===== src/fixed_point_natural_log_defines.svh =====
// Assertion helpers for the asserting file, fixed_point_natural_log.sv.
`ifndef FIXED_POINT_NATURAL_LOG_DEFINES_SVH
`define FIXED_POINT_NATURAL_LOG_DEFINES_SVH

// Check that a property holds on every rising clock edge outside reset.
`define FPL_ASSERT(label, clk, rst_n, prop) \
  label: assert property (@(posedge clk) disable iff (!rst_n) prop) \
    else $error("assertion failed");

// Check a property with no reset qualifier.
`define FPL_ASSERT_ALWAYS(label, clk, prop) \
  label: assert property (@(posedge clk) prop) else $error("assertion failed");

`endif


===== src/fpl_cubic.sv =====
`timescale 1ns / 1ps
// Cubic term magnitude pieces: floor(mag^2 / 2^31) times mag, registered.
module fpl_cubic (
  input  logic        clk_i,
  input  logic        en_i,
  input  logic [32:0] mag_i,
  input  logic [32:0] sq_i,
  output logic [65:0] cube_o
);
  logic [65:0] cube_q, cube_d;
  assign cube_d = 66'({33'd0, sq_i} * {33'd0, mag_i});
  always_ff @(posedge clk_i) begin
    if (en_i) cube_q <= cube_d;
  end
  assign cube_o = cube_q;
endmodule


===== config.mk =====
export PLATFORM = sky130hd
export DESIGN_NAME = fpl_cubic
export DESIGN_NICKNAME = d
export VERILOG_FILES = /design/src/fixed_point_natural_log_defines.svh /design/src/fpl_cubic.sv
export SDC_FILE = /design/constraint.sdc
export NUM_CORES = 2
export LEC_CHECK = 0
export ABC_AREA = 1
export ABC_CLOCK_PERIOD_IN_PS = 7910
export BUFFER_PORTS_ARGS = -buffer_cell sky130_fd_sc_hd__clkbuf_2
export CAP_MARGIN = 40
export CORE_ASPECT_RATIO = 0.5
export CORE_MARGIN = 2
export CORE_UTILIZATION = 65
export CTS_BUF_LIST = sky130_fd_sc_hd__clkbuf_2
export DETAILED_ROUTE_END_ITERATION = 7
export PLACE_DENSITY = 0.86
export SLEW_MARGIN = 20
export SYNTH_ARGS = -nofsm -noshare
export SYNTH_HDL_FRONTEND = slang
export SYNTH_SLANG_ARGS = --single-unit

===== constraint.sdc =====
create_clock -name clk_i -period 7.91 [get_ports clk_i]
set_clock_uncertainty 0.1 [all_clocks]
set_input_delay 0.3955 -clock clk_i [delete_from_list [all_inputs] [get_ports clk_i]]
set_output_delay 0.3955 -clock clk_i [all_outputs]
set_load 0.01 [all_outputs]

==> metrics.json <==
{
  "status": {"value": "finished with violations"},
  "failed_checks": {"value": "design-rule violations"},
  "numPlacedInstances": {"value": 6204},
  "route.detailed.vias_per_inst": {"value": 5.31},
  "number_of_flip_flops_in_the_largest_register": {"value": 66},
  "max_clock_freq": {"value": 136, "unit": "MHz"},
  "fp.dieW": {"value": 357, "unit": "microns"},
  "final_cells": {"value": 6225},
  "mappedNetlistNets": {"value": 6701},
  "setup_repair_after_global_routing_missed_its_margin": {"value": "no"},
  "port_buffers": {"value": 133},
  "floorplan.die.height": {"value": 181, "unit": "microns"},
  "grt_pass1_vias": {"value": 35493},
  "drtIter0Drc": {"value": 3380},
  "fin_setup_tns": {"value": 0, "unit": "ns"},
  "synth.ff_latch_count": {"value": 66},
  "floorplan.initialDensity": {"value": 0.660},
  "criticalPathCategory": {"value": "input pin to flip-flop"},
  "relSlewSlack": {"value": 0.416},
  "fp.dieArea": {"value": 64500, "unit": "sq um"},
  "clock_tree_from_tritoncts": {"value": "yes"},
  "worst-path-max-fanout": {"value": 21},
  "timing.final.crit_period": {"value": 7.38, "unit": "ns"},
  "postRouteAntennaNets": {"value": 0},
  "timing_max_transition_violations_final": {"value": 0},
  "post-route-period-util": {"value": 0.933},
  "worst_setup_path_end_kind": {"value": "flip-flop"},
  "post_cts.resized_instances": {"value": 0},
  "detail_route.drc_violations": {"value": 2},
  "clock_sink_count": {"value": 66},
  "drt_pre_antenna_iters": {"value": 8},
  "post_cts_hold_buffer_count": {"value": 0},
  "avgSynthCellArea": {"value": 7.49, "unit": "sq um"},
  "dpl_ws": {"value": 0.108, "unit": "ns"},
  "cts_made_buffers": {"value": 9},
  "areaGrowthSynthToFinish": {"value": 4.23, "unit": "%"},
  "min_from": {"value": "en_i"},
  "maxCapViolations": {"value": 0},
  "post_cts.repair.setup_buffers": {"value": 0},
  "clk_path_buf_depth": {"value": 2},
  "final_cell_area": {"value": 42300, "unit": "sq um"},
  "design.final.nets": {"value": 6682},
  "grt.overflow.total": {"value": 0},
  "critPathArrivalTime": {"value": 7.60, "unit": "ns"},
  "ys_types": {"value": 33},
  "detailroute.via_count": {"value": 33058},
  "worst_path_max_delay_cell": {"value": "sky130_fd_sc_hd__fa_1"},
  "hpwlAfterDp": {"value": 98.1, "unit": "mm"},
  "setup-violations-final": {"value": 0},
  "layout.cells.most_common": {"value": "sky130_fd_sc_hd__inv_1"},
  "worst_setup_path_start_kind": {"value": "input pin"},
  "ys.warnings.count": {"value": 0},
  "place.gp.congestion": {"value": 1.05},
  "routed_wl": {"value": 113, "unit": "mm"},
  "worstHoldPathType": {"value": "input pin to flip-flop"},
  "worst-slew-pin-transition": {"value": 0.876, "unit": "ns"},
  "io-pin-count": {"value": 134},
  "placementRows": {"value": 64},
  "design.core.area": {"value": 61400, "unit": "sq um"},
  "synth_seq_area_share": {"value": 0.0489},
  "crit_path_frequent_cell": {"value": "sky130_fd_sc_hd__fa_1"},
  "place_area": {"value": 42100, "unit": "sq um"},
  "cts.htree.levels": {"value": 3},
  "number_of_antenna_violations_at_the_first_check_in_global_routing": {"value": 7},
  "grt_max_degree": {"value": 67},
  "clock-root-buffer": {"value": "sky130_fd_sc_hd__clkbuf_2"},
  "drive_gt1_frac": {"value": 0.0573},
  "post_drt_wl_per_cell": {"value": 18.2, "unit": "microns"},
  "mostFrequentLayoutCells": {"value": "sky130_fd_sc_hd__inv_1, sky130_fd_sc_hd__nand2_1, sky130_fd_sc_hd__fa_1, sky130_fd_sc_hd__ha_1, sky130_fd_sc_hd__clkbuf_2"},
  "first_pass_grt_wire_length": {"value": 185, "unit": "mm"},
  "synthesis.instances": {"value": 5410},
  "critPathRequiredTime": {"value": 8.13, "unit": "ns"},
  "clk_pin_slew": {"value": 0.24, "unit": "ns"},
  "hold_violations": {"value": 0},
  "setup_ws": {"value": 0.532, "unit": "ns"},
  "synth_area": {"value": 40500, "unit": "sq um"},
  "setup.worst_path.start": {"value": "sq_i[10]"},
  "global_route.usage.total": {"value": 0.371},
  "slowest_delay": {"value": 0.61, "unit": "ns"}
}
metrics by stage:
stage / hold slack (ns) / utilization
3_3_place_gp: 0.714 / 0.686
6_report: 0.143 / 0.688
2_1_floorplan: 0.408 / -
5_1_grt: 0.127 / 0.688
3_5_place_dp: 0.714 / 0.686
4_1_cts: 0.291 / 0.687
cell usage after synthesis, drive strengths merged:
master	instances	area, sq um
a21oi	43	219
clkbuf	263	987
o21bai	10	82.6
and3b	1	8.76
o21ai	4	23.8
buf	1	3.75
inv	1905	7150
nor3	14	106
nand3	59	320
xor2	31	272
ha	265	3320
nor4	1	6.26
xnor2	5	43.8
and3	1	6.26
edfxtp	66	1980
fa	958	19200
clkinv	1	3.75
nor2	109	492
and2	1	6.26
nand2	1660	6260
o211ai	1	7.51
nand4	11	68.8
layout make-up:
class | count | area, sq um
well taps | 825 | 1030
fillers | 4864 | 19200
flip-flops and latches | 66 | 1980
clock inverters | 6 | 58.8
diodes | 5 | 12.5
inverters | 1906 | 7150
repair buffers | 234 | 1560
multi-input cells | 3174 | 30400
clock buffers | 9 | 45.0
path summary, 6_finish.rpt:
| check | slack (ns) | to | cells after the start |
|---|---|---|---|
| worst max-delay path | 0.53 | cube_o[34] | 26 |
| worst min-delay path | 0.14 | cube_o[65] | 2 |
routing by layer:
metal / global-route usage / part of all wire / wire, microns / up-vias
li1: - / - / - / 14545
met1: 0.509 / 0.38 / 43100 / 16235
met2: 0.585 / 0.46 / 52100 / 1960
met3: 0.0890 / 0.12 / 14100 / 314
met4: 0.120 / 0.037 / 4190 / 4
met5: 0 / 0.00020 / 23 / -
cells by family (layout without fill, tap and decap cells):
group,Yosys count,after routing,synth area share
buffers and inverters,2170,2155,0.201
and+or+nand+nor,1857,1857,0.179
adders and majority gates,1223,1223,0.555
DFF,66,66,0.0489
AOI/OAI and AO/OA,58,58,0.00821
xor gates and xnor gates,36,36,0.00778
other,0,5,0
critical path, delay by kind of cell:
| family | cells | cell delay, ns |
|---|---|---|
| xor gates and xnor gates | 1 | 0.38 |
| buffers and inverters | 10 | 1.28 |
| adders and majority gates | 9 | 4.61 |
| and+or+nand+nor | 5 | 0.76 |
| AOI/OAI and AO/OA | 1 | 0.14 |
Power is not shown: default switching activity piles up to over one toggle a cycle in this logic, so the estimate is an artifact.
