--- config.mk ---
export PLATFORM = sky130hd
export DESIGN_NAME = fpl_norm
export DESIGN_NICKNAME = d
export VERILOG_FILES = /design/src/fixed_point_natural_log_defines.svh /design/src/fpl_pkg.sv /design/src/fpl_norm.sv
export SDC_FILE = /design/constraint.sdc
export NUM_CORES = 1
export LEC_CHECK = 0
export BUFFER_PORTS_ARGS = -buffer_cell sky130_fd_sc_hd__buf_2
export CORE_UTILIZATION = 58
export DETAILED_ROUTE_END_ITERATION = 12
export PLACE_DENSITY = 0.86
export SLEW_MARGIN = 20
export SYNTH_ARGS = -nofsm -noshare
export SYNTH_HDL_FRONTEND = slang
export SYNTH_SLANG_ARGS = --single-unit
--- constraint.sdc ---
create_clock -name vclk -period 6.8
set_input_delay 0 -clock vclk [all_inputs]
set_output_delay 0 -clock vclk [all_outputs]
set_load 0.005 [all_outputs]
--- src/fixed_point_natural_log_defines.svh ---
// Assertion helpers for the asserting file, fixed_point_natural_log.sv.
`ifndef FIXED_POINT_NATURAL_LOG_DEFINES_SVH
`define FIXED_POINT_NATURAL_LOG_DEFINES_SVH

// Check that a property holds on every rising clock edge outside reset.
`define FPL_ASSERT(label, clk, rst_n, prop) \
  label: assert property (@(posedge clk) disable iff (!rst_n) prop) \
    else $error("assertion failed");

// Check a property with no reset qualifier.
`define FPL_ASSERT_ALWAYS(label, clk, prop) \
  label: assert property (@(posedge clk) prop) else $error("assertion failed");

`endif

--- src/fpl_pkg.sv ---
`timescale 1ns / 1ps
package fpl_pkg;

  localparam logic [31:0] Ln2U527    = 32'd93032640;
  localparam logic [31:0] CubicCoef  = 32'd178958404;
  localparam logic [19:0] BiasS1615  = 20'd393216;

  function automatic logic [31:0] ln_tab(input logic [6:0] k);
    logic [31:0] r;
    case (k)
      7'd0: r = 32'd1610612736;  7'd1: r = 32'd1612693673;
      7'd2: r = 32'd1614742838;  7'd3: r = 32'd1616761188;
      7'd4: r = 32'd1618749635;  7'd5: r = 32'd1620709053;
      7'd6: r = 32'd1622640276;  7'd7: r = 32'd1624544106;
      7'd8: r = 32'd1626421307;  7'd9: r = 32'd1628272616;
      7'd10: r = 32'd1630098736; 7'd11: r = 32'd1631900343;
      7'd12: r = 32'd1633678087; 7'd13: r = 32'd1635432592;
      7'd14: r = 32'd1637164458; 7'd15: r = 32'd1638874261;
      7'd16: r = 32'd1640562556; 7'd17: r = 32'd1642229879;
      7'd18: r = 32'd1643876743; 7'd19: r = 32'd1645503644;
      7'd20: r = 32'd1647111061; 7'd21: r = 32'd1648699455;
      7'd22: r = 32'd1650269271; 7'd23: r = 32'd1651820939;
      7'd24: r = 32'd1653354872; 7'd25: r = 32'd1654871473;
      7'd26: r = 32'd1656371128; 7'd27: r = 32'd1657854212;
      7'd28: r = 32'd1659321087; 7'd29: r = 32'd1660772103;
      7'd30: r = 32'd1662207601; 7'd31: r = 32'd1663627908;
      7'd32: r = 32'd1665033342; 7'd33: r = 32'd1666424211;
      7'd34: r = 32'd1667800815; 7'd35: r = 32'd1669163444;
      7'd36: r = 32'd1670512377; 7'd37: r = 32'd1671847888;
      7'd38: r = 32'd1673170241; 7'd39: r = 32'd1674479692;
      7'd40: r = 32'd1675776492; 7'd41: r = 32'd1677060882;
      7'd42: r = 32'd1678333097; 7'd43: r = 32'd1679593367;
      7'd44: r = 32'd1680841913; 7'd45: r = 32'd1682078952;
      7'd46: r = 32'd1683304693; 7'd47: r = 32'd1684519341;
      7'd48: r = 32'd1685723096; 7'd49: r = 32'd1686916150;
      7'd50: r = 32'd1688098693; 7'd51: r = 32'd1689270907;
      7'd52: r = 32'd1690432973; 7'd53: r = 32'd1691585063;
      7'd54: r = 32'd1692727349; 7'd55: r = 32'd1693859995;
      7'd56: r = 32'd1694983162; 7'd57: r = 32'd1696097009;
      7'd58: r = 32'd1697201687; 7'd59: r = 32'd1698297348;
      7'd60: r = 32'd1699384138; 7'd61: r = 32'd1700462197;
      7'd62: r = 32'd1701531667; 7'd63: r = 32'd1702592682;
      default: r = 32'd1703645376;
    endcase
    return r;
  endfunction

  // Magnitude of the reciprocal correction (entries are >= 0; the correction itself is <= 0).
  function automatic logic [15:0] recip_mag(input logic [6:0] k);
    logic [15:0] r;
    case (k)
      7'd0: r = 16'd0;      7'd1: r = 16'd1008;   7'd2: r = 16'd1986;
      7'd3: r = 16'd2934;   7'd4: r = 16'd3855;   7'd5: r = 16'd4749;
      7'd6: r = 16'd5617;   7'd7: r = 16'd6461;   7'd8: r = 16'd7282;
      7'd9: r = 16'd8080;   7'd10: r = 16'd8856;  7'd11: r = 16'd9612;
      7'd12: r = 16'd10348; 7'd13: r = 16'd11065; 7'd14: r = 16'd11763;
      7'd15: r = 16'd12444; 7'd16: r = 16'd13107; 7'd17: r = 16'd13754;
      7'd18: r = 16'd14386; 7'd19: r = 16'd15002; 7'd20: r = 16'd15604;
      7'd21: r = 16'd16191; 7'd22: r = 16'd16765; 7'd23: r = 16'd17326;
      7'd24: r = 16'd17873; 7'd25: r = 16'd18409; 7'd26: r = 16'd18933;
      7'd27: r = 16'd19445; 7'd28: r = 16'd19946; 7'd29: r = 16'd20436;
      7'd30: r = 16'd20916; 7'd31: r = 16'd21385; 7'd32: r = 16'd21845;
      7'd33: r = 16'd22296; 7'd34: r = 16'd22737; 7'd35: r = 16'd23169;
      7'd36: r = 16'd23593; 7'd37: r = 16'd24008; 7'd38: r = 16'd24415;
      7'd39: r = 16'd24815; 7'd40: r = 16'd25206; 7'd41: r = 16'd25590;
      7'd42: r = 16'd25967; 7'd43: r = 16'd26337; 7'd44: r = 16'd26700;
      7'd45: r = 16'd27056; 7'd46: r = 16'd27406; 7'd47: r = 16'd27749;
      7'd48: r = 16'd28087; 7'd49: r = 16'd28418; 7'd50: r = 16'd28744;
      7'd51: r = 16'd29064; 7'd52: r = 16'd29378; 7'd53: r = 16'd29687;
      7'd54: r = 16'd29991; 7'd55: r = 16'd30290; 7'd56: r = 16'd30583;
      7'd57: r = 16'd30872; 7'd58: r = 16'd31156; 7'd59: r = 16'd31436;
      7'd60: r = 16'd31711; 7'd61: r = 16'd31982; 7'd62: r = 16'd32248;
      7'd63: r = 16'd32510; default: r = 16'd32768;
    endcase
    return r;
  endfunction

  // Side data carried down the pipe alongside the arithmetic.
  typedef struct packed {
    logic        inv;
    logic [4:0]  lz;
    logic [6:0]  k;
  } side_t;

endpackage

--- src/fpl_norm.sv ---
`timescale 1ns / 1ps
// Leading-zero count, normalize, breakpoint index, signed remainder and invalid flag.
module fpl_norm (
  input  logic [31:0]         operand_i,
  output fpl_pkg::side_t      side_o,
  output logic signed [31:0]  rem_o
);
  logic [4:0]  lz;
  logic [31:0] z;
  logic [6:0]  k;
  logic        inv;

  always_comb begin
    lz = 5'd0;
    for (int i = 0; i < 32; i++) begin
      if (operand_i[i]) lz = 5'(31 - i);
    end
    inv = (operand_i == 32'd0) || operand_i[31];
    z   = (operand_i << lz) << 1;
    k   = {1'b0, z[31:26]} + {6'd0, z[25]};
    rem_o = $signed(z - {k[5:0], 26'd0});
    side_o.inv = inv;
    side_o.lz  = lz;
    side_o.k   = k;
  end
endmodule

==> results.md, run 1 <==
* Initial DRC count at around 390
* Total global routing overflow at 0
* Largest net degree at the start of global routing at 36
* CTS resizes at 0
* Nets at 500
* Crit path max-delay family: simple AND/OR/NAND/NOR gates
* # hold bufs at CTS at 0
* DR WL/cell at 17.8 um
* Filler instances at about 380
* Max-cap viol count at 0
* Number of global-route vias before repair at slightly below 3k
* Synthesized Nets at 451
* WP depth at 20
* Status: finished clean
* Rows at 23
* Unrepaired setup endpoints after global routing: no
* Area Overhead vs Synth at 12.1%
* Worst-path maximum fanout at 35
* Final Hold Viols at 0
* CP Launch Point: operand_i[7]
* Cell Area, Synth at 0.00260 sq mm
* Worst Hold Path Cells at 4
* Sequential cell area at 0 sq um
* Total detailed-routing wirelength at 9050 um
* Setup tns final at 0 ns
* Tmin final at 5.10 ns
* Gpl congestion at 0.963
* Num sequential at 0
* Critical Path RT at 6.80 ns
* Slowest cell on crit path: inv_2
* CLK BUF at 0
* Worst Setup Start Kind: input pin
* Post-synthesis sequential area ratio at 0
* Max-slew violations at 0
* Drc violations at 0
* Antenna-violating nets left at 0
* Multi-input logic area at 0.00238 sq mm
* Yosys cell types at 76
* Buffers on Ports at 76
* Worst-case vdd ir drop at 0.0000461 V
* Slew HR at 0.538
* HP Class: in -> out
* Fmax at 0.196 GHz
* CP max stage delay at approximately 0.70 ns
* Vias per inst at 6.92
* CP Data Arrival Time at 5.10 ns
* Die Height at approximately 69 um
* Lkg Pwr at 1.28 nW
* Post-CTS setup buffers at 0
* CP Buf/Inv Count at 3
* Initial Util at 0.628
* Core ar. at 0.00414 sq mm
* DP Wirelength at 7100 um
* Warnings, synthesis at 0
* Worst Setup Path Type: in -> out
* Die area at 0.00476 sq mm
* Initial antenna violation count at 0
* Syn_area_per_cell at 6.31 sq um
* Final setup viols at 0
* First-pass DRT Iterations at 5
* Crit. End Element: primary output
* Via count at 3521
* Pwr per Cell Area at 93.4 mW/mm^2
* # IOs at 77
* N_diodes at 0
* Share of cells above drive strength 1 at 0.220
* Post-Synthesis Cells at just over 400
* Crit share post-route at 0.750
* Total power at 0.272 mW
* Critical Path Sink: rem_o[30]
* Global-route wire length before repair at roughly 14000 um
* Die width at 69.0 um
* Worst Tran Pin Value at 0.692 ns
* Gr usage total at 0.380
* Worst-path cell chain: buf_2 -> nor4_1 -> a211oi_1 -> o21ai_1 -> nand3_2 -> inv_2 -> nand2_1 -> and3_1 -> a21oi_1 -> nand2_1 -> nand2_1 -> o21ai_0 -> ha_1 -> ha_1 -> ha_1 -> xnor2_1 -> or4b_4 -> o2111ai_2 -> xor2_1 -> buf_2
## layer usage
layer | global-route usage | share of wire | wire (um)
met2 | 0.646 | 0.47 | 4270
met3 | 0.0510 | 0.095 | 861
met4 | 0.0510 | 0.010 | 95
met1 | 0.514 | 0.42 | 3830
met5 | 0 | 0 | 0
## synthesized netlist by cell type (2+ instances only)
library cell,count,share of area
o211ai_1,8,0.023
or3_1,2,0.0048
a21o_1,2,0.0058
ha_1,7,0.034
buf_4,6,0.017
or2_1,2,0.0048
and2_1,5,0.012
inv_1,12,0.017
o31a_1,2,0.0067
a21oi_1,20,0.038
o211a_1,5,0.019
buf_2,8,0.015
a221oi_1,7,0.024
mux2_2,3,0.013
o22ai_1,6,0.014
nand3_1,8,0.015
o311ai_0,2,0.0067
a211oi_1,28,0.081
a22o_1,4,0.013
or4_1,3,0.0087
nand2b_1,7,0.017
clkinv_1,2,0.0029
or2_2,2,0.0048
o221ai_1,2,0.0067
nor2b_1,6,0.014
o2111ai_1,2,0.0067
o31ai_1,4,0.012
a22oi_1,2,0.0058
nand2_1,42,0.061
xor2_1,3,0.010
o21ai_0,34,0.065
nor3_1,10,0.019
nor2_1,51,0.074
o21ai_1,2,0.0038
xnor2_1,4,0.013
mux2i_1,27,0.10
nor4_1,5,0.012
o21a_1,4,0.012
and3_1,7,0.017
o21bai_1,3,0.0087
clkbuf_1,18,0.026
## stage by stage
step	cells	hold slack, ns	util	worst slack (ns)	area [sq um]
after floorplan	412	0.134	-	2.16	2600
after global placement	509	0.388	0.704	2.04	2920
after detailed placement	509	0.402	0.704	1.83	2920
after CTS	509	0.408	0.704	1.83	2920
after global routing	509	0.438	0.704	1.15	2920
final	509	0.420	0.704	1.70	2920
## placed cells by master, fill, tap and decap left out, drive strengths merged, types with 3 or more instances in the layout
cell type and count:
nor2 52, a22oi 3, xor2 3, a21oi 21
xnor2 4, or2 5, nand2b 7, a211oi 29
a22o 4, o21ai 36, nand2 42, nor2b 6
o211ai 8, nor4 5, a221oi 7, or3 3
and2 6, o211a 5, o22ai 6, or4 3
o21bai 3, nand3 9, o2111ai 3, inv 14
mux2i 27, o21a 4, buf 80, o31ai 4
nor3 10, o31a 3, ha 7, and3 7
mux2 3
## final cells by class
cell class,instances,area share
repair buffers,80,0.141
multi-input cells,363,0.816
well taps,50,0.0215
inverters,16,0.0215
## how the worst min path moves through the flow
stage                              from    endpoint  slack (ns)
final                     operand_i[31]  side_o[12]        0.42
after detailed placement  operand_i[31]  side_o[12]        0.40
after global routing      operand_i[31]  side_o[12]        0.44
after global placement    operand_i[31]  side_o[12]        0.39
after floorplan            operand_i[0]    rem_o[1]        0.13
after CTS                 operand_i[31]  side_o[12]        0.41
## where the power goes
part | internal [mW] | total, mW | switching [mW] | leakage [nW]
Sequential | 0 | 0 | 0 | 0
Combinational | 0.114 | 0.272 | 0.159 | 1.28
Clock | 0 | 0 | 0 | 0
Total | 0.114 | 0.272 | 0.159 | 1.28
## cell families (layout without fill, tap and decap cells)
group / count (synthesis) / after routing / share of synthesized area
AOI/OAI and AO/OA: 156 / 156 / 0.435
xor gates and xnor gates: 7 / 7 / 0.0236
adders and majority gates: 7 / 7 / 0.0337
buffers and inverters: 49 / 96 / 0.0847
muxes: 30 / 30 / 0.117
other: 1 / 1 / 0.00144
and+or+nand+nor: 162 / 162 / 0.305
No activity file was read; power rests on OpenSTA's default activity.
==> run 2: changes to the inputs <==
--- a/config.mk
+++ b/config.mk
@@ -6,9 +6,9 @@
 export NUM_CORES = 1
 export LEC_CHECK = 0
 export BUFFER_PORTS_ARGS = -buffer_cell sky130_fd_sc_hd__buf_2
-export CORE_UTILIZATION = 58
+export CORE_UTILIZATION = 50
 export DETAILED_ROUTE_END_ITERATION = 12
-export PLACE_DENSITY = 0.86
+export PLACE_DENSITY = 0.79
 export SLEW_MARGIN = 20
 export SYNTH_ARGS = -nofsm -noshare
 export SYNTH_HDL_FRONTEND = slang
==> constraint.sdc (replaced) <==
create_clock -name vclk -period 4.32
set_input_delay 0 -clock vclk [all_inputs]
set_output_delay 0 -clock vclk [all_outputs]
set_load 0.005 [all_outputs]
==> run 2 against run 1 <==
  * Core utilization fell by 1.8 points
  * Critical path type unchanged
  * Critical path depth fell by 1
  * Global-route usage fell by 3.3 points
  * Routed wire length rose by 8.3%
==> results.md, run 2 (synthesized netlist as in run 1, its figures left out) <==
* Multi-input logic area at 0.00249 sq mm (+4.6%)
* Die Height at 74.1 um (+7.5%)
* Worst Hold Path Cells at 4 (unchanged)
* Commonest non-fill, non-tap cell in the layout: buf_2
* Core ar. at 0.00485 sq mm (+17%)
* Initial Util at 0.537 (-0.0912)
* HP Class: in -> out
* Lkg Pwr at 1.47 nW (+15%)
* Worst Hold Slack at 0.406 ns (-0.0146 ns)
* Worst Tran Pin Value at 0.808 ns (+0.116 ns)
* Total detailed-routing wirelength at 9810 um (+8.3%)
* Hold path startpoint: operand_i[31]
* Largest net degree at the start of global routing at 29 (-19%)
* Max-cap viol count at 0 (unchanged)
* Crit. End Element: primary output
* # hold bufs at CTS at 0 (unchanged)
* Tmin final at 4.19 ns
* N_diodes at 0 (unchanged)
* Area Overhead vs Synth at 27.8%
* CP Data Arrival Time at 4.19 ns (-0.91 ns)
* Via count at 3637 (+3.3%)
* Most frequent cells in the layout: buf_2, nor2_1, nand2_1
* Setup tns final at 0 ns (unchanged)
* Hold Path End: side_o[12]
* Final setup viols at 0 (unchanged)
* Final Hold Viols at 0 (unchanged)
* Die area at 0.00550 sq mm (+16%)
* Global-route wire length before repair at 15100 um (+8.6%)
* Filler instances at 456 (+20%)
* Pwr per Cell Area at 146 mW/mm^2 (+56%)
* CP max stage delay at 0.54 ns (-0.16 ns)
* Total global routing overflow at 0 (unchanged)
* Gpl congestion at 0.997 (+3.5%)
* Worst-path cell chain: buf_2 -> nor4_1 -> o31a_1 -> o2111ai_2 -> a21oi_4 -> clkinv_4 -> buf_2 -> mux2i_1 -> buf_4 -> and3_1 -> or4b_4 -> a22oi_2 -> ha_2 -> ha_1 -> xnor2_2 -> or4b_4 -> o2111ai_2 -> xor2_1 -> buf_2
* Status: finished clean
* CLK BUF at 0 (unchanged)
* CP Buf/Inv Count at 5 (+2)
* Rows at 25 (+8.7%)
* Gr usage total at 0.347 (-0.0329)
* # IOs at 77 (unchanged)
* Crit share post-route at 0.969
* Number of global-route vias before repair at 3106 (+5.3%)
* Die width at 74.1 um (+7.5%)
* DP Wirelength at 7600 um (+7.1%)
* Worst-path maximum fanout at 8 (-77%)
* Drc violations at 0 (unchanged)
* Most frequent CP cell: buf_2
* First-pass DRT Iterations at 5 (unchanged)
* Vias per inst at 6.52 (-5.8%)
* Nets at 532 (+6.4%)
* DR WL/cell at 17.6 um (-1.2%)
* Antenna-violating nets left at 0 (unchanged)
* Worst Setup Start Kind: input pin
* Worst Setup Path Type: in -> out
* Max-slew violations at 0 (unchanged)
* Num sequential at 0 (unchanged)
* Buffers on Ports at 76 (unchanged)
* Initial DRC count at 360 (-7.5%)
* Initial antenna violation count at 0 (unchanged)
* Sequential cell area at 0 sq um (unchanged)
* Fmax at 0.239 GHz
* Critical Path RT at 4.32 ns (-2.48 ns)
* Slowest cell on crit path: or4b_4
* Worst-case vdd ir drop at 0.0000822 V (+78%)
* Share of cells above drive strength 1 at 0.314 (+0.0936)
* Slew HR at 0.456 (-0.0816)
* Crit path max-delay family: simple AND/OR/NAND/NOR gates
run 2: cell count changes in the layout (fill, tap and decap cells not counted), moves of 3 or more:
cell,delta
buf_12,+3
mux2i_2,+7
buf_4,+28
mux2i_1,-8
run 2: layout make-up:
type / instances / area share
multi-input combinational: 363 / 0.749
timing repair buffer: 112 / 0.206
tap: 67 / 0.0252
inverter: 16 / 0.0196
run 2: power by group:
part	leakage (nW)	switching (mW)	internal [mW]	total, mW
Sequential	0	0	0	0
Clock	0	0	0	0
Combinational	1.47	0.269	0.216	0.484
run 2: worst max path at each step:
stage / slack [ns] / depth (start not counted) / endpoint / startpoint
after floorplan: 0.06 / 20 / rem_o[30] / operand_i[11]
after global placement: 0.16 / 20 / rem_o[30] / operand_i[15]
after detailed placement: 0.08 / 20 / rem_o[30] / operand_i[15]
after CTS: 0.08 / 20 / rem_o[30] / operand_i[15]
after global routing: -0.07 / 21 / rem_o[30] / operand_i[9]
final: 0.13 / 19 / rem_o[30] / operand_i[8]
run 2: tightest hold or removal path, delay by kind of cell:
family / cells / cell delay (ns)
buf+inv: 3 / 0.32
compound gates: 1 / 0.08
run 2: through the flow:
stage	instances	area, sq um	worst slack, ns	total power, mW	utilization
4_1_cts	552	3170	0.0764	0.450	0.654
5_1_grt	558	3320	-0.0717	0.531	0.686
2_1_floorplan	412	2600	0.0559	0.280	-
3_5_place_dp	552	3170	0.0837	0.448	0.654
6_report	558	3320	0.133	0.484	0.686
3_3_place_gp	552	3170	0.163	0.443	0.654
run 2: timing repair:
item / CTS / global route
endpoints found under the hold margin: 0 / 0
gates resized for setup: 0 / 27
setup buffers: 0 / 6
setup endpoints to repair: 0 / 2
run 2: routing by layer:
| layer | vias to the layer above | global-route usage | wire length (um) |
|---|---|---|---|
| met1 | 1680 | 0.484 | 4170 |
| met2 | 218 | 0.577 | 4620 |
| met5 | - | 0 | 0 |
| li1 | 1719 | - | - |
| met3 | 20 | 0.0434 | 886 |
| met4 | 0 | 0.0556 | 131 |
